===== src/sv/igv_pkg.sv =====
`timescale 1ns / 1ps
package igv_pkg;

  // Fixed formats of the sample fields
  localparam int NORMAL_FRAC  = 12;
  localparam int UNIFORM_FRAC = 16;
  localparam int NORM_LIMIT   = 30;

  // Pipelined unit depths, one bit or one root digit per stage
  localparam int SQRT_STEPS = 32;
  localparam int DIV_STEPS  = 32;

  // Result status codes
  localparam logic [1:0] ST_OK      = 2'd0;
  localparam logic [1:0] ST_SAT     = 2'd1;
  localparam logic [1:0] ST_INVALID = 2'd2;

  localparam logic [31:0] VARIATE_MAX = 32'hFFFF_FFFF;

  typedef struct packed {
    logic [31:0]        mean_value;
    logic [31:0]        shape_value;
    logic signed [15:0] normal_sample;
    logic [15:0]        uniform_sample;
  } in_t;

  typedef struct packed {
    logic [31:0] variate;
    logic [1:0]  status;
  } out_t;

  typedef struct packed {
    logic [33:0] rem;
    logic [31:0] root;
  } sqrt_acc_t;

  typedef struct packed {
    logic [32:0] rem;
    logic        qbit;
  } div_acc_t;

  // One digit of the restoring square root: bring in two radicand bits
  function automatic sqrt_acc_t sqrt_step(logic [33:0] rem, logic [31:0] root,
                                          logic [1:0] bits);
    logic [35:0] remsh;
    logic [35:0] trial;
    sqrt_acc_t   r;
    remsh = {rem, bits};
    trial = {2'b00, root, 2'b01};
    if (remsh >= trial) begin
      r.rem  = 34'(remsh - trial);
      r.root = {root[30:0], 1'b1};
    end else begin
      r.rem  = remsh[33:0];
      r.root = {root[30:0], 1'b0};
    end
    return r;
  endfunction

  // One bit of restoring division
  function automatic div_acc_t div_step(logic [32:0] rem, logic [32:0] dsr, logic bit_in);
    logic [33:0] remsh;
    div_acc_t    r;
    remsh = {rem, bit_in};
    if (remsh >= {1'b0, dsr}) begin
      r.rem  = 33'(remsh - {1'b0, dsr});
      r.qbit = 1'b1;
    end else begin
      r.rem  = remsh[32:0];
      r.qbit = 1'b0;
    end
    return r;
  endfunction

endpackage


===== src/sv/igv_sqrt.sv =====
`timescale 1ns / 1ps
module igv_sqrt (
  input  logic        clk,
  input  logic        rst,
  input  logic        in_valid,
  input  logic [63:0] radicand,
  output logic        out_valid,
  output logic [31:0] root
);
  import igv_pkg::*;

  logic              valid [SQRT_STEPS];
  logic [33:0]       rem   [SQRT_STEPS];
  logic [31:0]       acc   [SQRT_STEPS];
  logic [63:0]       rad   [SQRT_STEPS];
  sqrt_acc_t         step  [SQRT_STEPS];

  // Compute each stage's digit from the stage before it
  always_comb begin
    step[0] = sqrt_step(34'd0, 32'd0, radicand[63:62]);
    for (int j = 1; j < SQRT_STEPS; j++) begin
      step[j] = sqrt_step(rem[j-1], acc[j-1], rad[j-1][63:62]);
    end
  end

  // Advance valid bits
  always_ff @(posedge clk) begin
    if (rst) begin
      for (int j = 0; j < SQRT_STEPS; j++) valid[j] <= 1'b0;
    end else begin
      valid[0] <= in_valid;
      for (int j = 1; j < SQRT_STEPS; j++) valid[j] <= valid[j-1];
    end
  end

  // Advance partial root, remainder and radicand
  always_ff @(posedge clk) begin
    rem[0] <= step[0].rem;
    acc[0] <= step[0].root;
    rad[0] <= {radicand[61:0], 2'b00};
    for (int j = 1; j < SQRT_STEPS; j++) begin
      rem[j] <= step[j].rem;
      acc[j] <= step[j].root;
      rad[j] <= {rad[j-1][61:0], 2'b00};
    end
  end

  assign out_valid = valid[SQRT_STEPS-1];
  assign root      = acc[SQRT_STEPS-1];

endmodule


===== config.mk =====
export PLATFORM = sky130hd
export DESIGN_NAME = igv_sqrt
export DESIGN_NICKNAME = d
export VERILOG_FILES = /design/src/sv/igv_pkg.sv /design/src/sv/igv_sqrt.sv
export SDC_FILE = /design/constraint.sdc
export NUM_CORES = 2
export LEC_CHECK = 0
export BUFFER_PORTS_ARGS = -buffer_cell sky130_fd_sc_hd__buf_2
export CORE_MARGIN = 8
export CORE_UTILIZATION = 40
export DETAILED_ROUTE_END_ITERATION = 10
export PLACE_DENSITY = 0.56
export SLEW_MARGIN = 25
export SYNTH_ARGS = -nofsm -noshare
export SYNTH_HDL_FRONTEND = slang
export SYNTH_MEMORY_MAX_BITS = 65536
export SYNTH_SLANG_ARGS = --single-unit

===== constraint.sdc =====
create_clock -name clk -period 3.5 [get_ports clk]
set_input_delay 0.35 -clock clk [delete_from_list [all_inputs] [get_ports clk]]
set_output_delay 0.35 -clock clk [all_outputs]
set_load 0.05 [all_outputs]

## Word-level counts from Yosys, hierarchy flattened

Memory sizes are Yosys's and may differ from the RTL's.
Cells that the tools add are included.

| storage, ports and cells | value |
|---|---|
| register bits after elaboration | 0 |
| bits in writable memories | 4128 |
| input bits | 67 |
| word-level logic and storage cells | 167 |
| memories | 4 |

| operators by class | value |
|---|---|
| add/sub/neg operators | 32 |
| magnitude comparators | 32 |
| multiplexer cells | 67 |
| bitwise logic cells | 32 |

Memory list:

| memory | words | width | read ports | clocked after Yosys merged registers in | write ports | line | RTL |
|---|---|---|---|---|---|---|---|
| rad | 32 | 62 | 31 | 0 | 32 | igv_sqrt.sv:15 | `logic [63:0] rad [SQRT_STEPS];` |
| rem | 32 | 34 | 31 | 0 | 32 | igv_sqrt.sv:13 | `logic [33:0] rem [SQRT_STEPS];` |
| acc | 32 | 32 | 32 | 0 | 32 | igv_sqrt.sv:14 | `logic [31:0] acc [SQRT_STEPS];` |
| valid | 32 | 1 | 32 | 0 | 32 | igv_sqrt.sv:12 | `logic valid [SQRT_STEPS];` |

Operators with widths:

| operator | number |
|---|---|
| 66-bit 2-to-1 mux | 32 |
| 36-bit by 34-bit greater-or-equal comparator with 1-bit output | 31 |
| 34-bit subtractor | 31 |
| 1-bit 2-to-1 mux | 35 |
| 1-bit OR | 32 |
| 2-bit by 1-bit subtractor with 3-bit output, second input constant | 1 |
| 2-bit by 1-bit greater-or-equal comparator with 1-bit output, second input constant | 1 |

## Logic depth before layout (Yosys ltp)

| depth | value |
|---|---|
| depth in word-level cells | 3 |
| depth in mapped cells | 14 |

## Worst setup path after synthesis

Ideal clock, no wire load.

| timing path | value |
|---|---|
| kind | reg2reg |
| from | memory acc[23][21] (netlist: acc[1][245]) |
| to | memory rem[24][30] (netlist: rem[1][302]) |
| library setup time | 0.072 ns |
| data arrival time | 3.120 ns |
| path slack | 0.309 ns |
| stages on the path, launching flop included | 13 |
| clock period less this slack | 3.191 ns |
| path through | dfxtp_1 inv_1 ha_1 buf_4 nand4_1 or3_1 or3_1 o41ai_2 a211oi_1 or2_1 or4_4 and4bb_2 xor2_1 |

RTL lines:

| item | line |
|---|---|
| from (decl) | igv_sqrt.sv:14 |
| to (decl) | igv_sqrt.sv:13 |

==> results.toml <==
[status]
outcome = "completed"

[synth]
avgSynthCellArea_um2 = 10.1
ys_ff_latch = 2555
ys_warn_count = 0
synth-main-ff-cell = "dfxtp_1"
synth.top_cells.by_area = "dfxtp_1, ha_1, xnor2_1"
synth_most_common_cell = "dfxtp_1"
syn_inst = 9326
synth_nets = 9955
ys_top_cells_by_count = "dfxtp_1, inv_1, nand2_1"
synth_top_area_share_pct = 54.3
syn_area_mm2 = 0.0942
ys_seq_area_share_pct = 54.3
netlist.top_cell.by_area = "dfxtp_1"
async_flop_share_pct = 0
synth_edf_count = 0
synth_cell_types = 97

[job]
maxCapViolations = 0

[global_routing]
grt_overflow_total = 0
first_global_vias = 63800
grt_pass1_wl_um = 334000
grt_use_total_pct = 16.1
grt_antenna_before_repair = 4
grt_max_degree = 56

[floorplan]
io_pins = 100
dieArea_mm2 = 0.251
initial_utilization_pct = 40.1
core-area_mm2 = 0.235
fp-row-count = 178
die_w_um = 501
dieHeight_um = 501

[drt]
viasPerCell = 4.95
firstDrtPassIters = 6
num_vias = 64500
drc_errors = 0
drt_wl_total_um = 210000
drtAntennaViolNets = 0
drt_iter0_drc = 3734
wire_per_inst_um = 16.1

[placement]
dp.cells = 12500
place_congestion = 0.890
port_buffers = 99
hpwlAfterDp_um = 159000
pre_cts_ws_ns = -0.0830
placed_cell_area_mm2 = 0.0987

[sta]
slew_violations = 0
min_period_ns = 3.38
worst_pin_slew_ns = 0.979
setup_violations = 0
period_share_pct = 96.5
hold_viol_final = 0
clock-skew-final_ns = 0.0690
maxSlewHeadroom_pct = 33.9
fin_ws_ns = 0.122
fmax_ghz = 0.296

[critical_path]
worstSetupEndpointType = "flip-flop"
critPathMaxFanout = 41
crit_required_ns = 4.23
cp.arrival_ns = 4.11
path_class = "flip-flop to flip-flop"
cp-start-kind = "flip-flop"

[finish]
n_fill_cell = 21900
final-seq-area_mm2 = 0.0511
multi_input_area_mm2 = 0.0395
area_delta_synth_final_pct = 15.9
finalInstanceArea_mm2 = 0.109
drive_gt1_share_pct = 8.59
num-nets-final = 10300
stdcell_count = 13000

[clock_network]
clkLatencyLatePin_ns = 0.93
clockBufferDepth = 4
cts_tree = "built"
cts_root_buf = "clkbuf_16"
post-cts-setup-buffers = 0
numClockSinks = 2555
htree_levels = 5
clkTransAtPathRegs_ns = 0.06
numCtsBuffers = 287

[power_and_ir_drop]
ir_drop_mv = 0.611
p_leak_nw = 50.6
power.total_w = 0.0798
cellPowerDensity_mw_per_mm2 = 731

[min_path]
holdCritPathClass = "input pin to flip-flop"
[what timing repair did]
action	4_1_cts	5_1_grt
endpoints found under the setup margin	7	50
endpoints found under the hold margin	97	0
pin swaps	0	1
cloned	0	0
resized for setup	2	16
hold buffers	89	0
[worst paths after layout]
check,from,endpoint,cells after the start,slack (ns)
hold reg to reg,rad[0][321],rad[0][385],0,0.26
hold / removal,radicand[20],rad[0][20],2,0.08
setup reg to reg,acc[1][320],rem[1][390],11,0.12
setup / recovery,acc[1][320],rem[1][390],11,0.12
[cells in the final DEF (no fill, tap or decap), drive strengths merged, types with 394 or more instances in the layout]
master     n
xor2     427
ha       562
nand2    676
o21ai    514
a21oi    554
nor2     499
clkbuf   394
xnor2    427
dfxtp   2555
inv      721
[area by class of cell]
cell class	count	share of cell area, %
diodes	4	0.00917
clock buffers	394	7.56
clock inverters	99	1.15
inverters	716	2.46
multi-input cells	5822	36.2
flip-flops and latches	2555	46.8
well taps	3150	3.61
repair buffers	303	2.17
[through the flow]
stage               hold slack, ns  util [%]  setup TNS [ns]
CTS                        0.00175      46.5               0
finish                      0.0776      46.5               0
global route                0.0262      46.5         -0.0202
detailed placement           0.312      42.0          -0.433
floorplan                    0.310         -               0
global placement             0.310      42.0               0
[per-layer routing]
layer	part of all wire [%]	track usage [%]
met1	44	19.8
met2	48	28.5
met3	3.6	2.43
met4	3.8	6.24
met5	0	0
[flip-flops by register name, indices dropped and copies added (netlist names)]
signal  cells
valid      32
rem      1003
acc       528
rad       992
[worst max-delay path, stage by stage (launching register included)]
cell      delay, ns
dfxtp_1        0.34
inv_1          0.05
ha_1           0.33
nor2b_1        0.17
o21ai_0        0.35
a311oi_2       0.22
o311ai_1       0.42
o311ai_0       0.42
a41oi_4        0.35
buf_4          0.20
buf_12         0.21
o21ai_0        0.16
[logic make-up after synthesis]
kind of cell | after synthesis | synth area share (%)
flip-flops | 2555 | 54.3
AND/OR/NAND/NOR | 2432 | 12.9
AO/OA/AOI/OAI | 1899 | 12.6
buffers and inverters | 949 | 3.93
XOR/XNOR | 854 | 7.94
adder cells (fa/ha/maj) | 562 | 7.46
multiplexers | 74 | 0.870
other | 1 | 0.00398
[report_power, final]
part           internal (W)  switching [W]  total (W)  leakage, nW
Sequential           0.0338        0.00373     0.0376         21.4
Combinational       0.00555        0.00694     0.0125         24.5
Clock                0.0184         0.0114     0.0298         4.68
No activity file was read; power rests on OpenSTA's default activity.
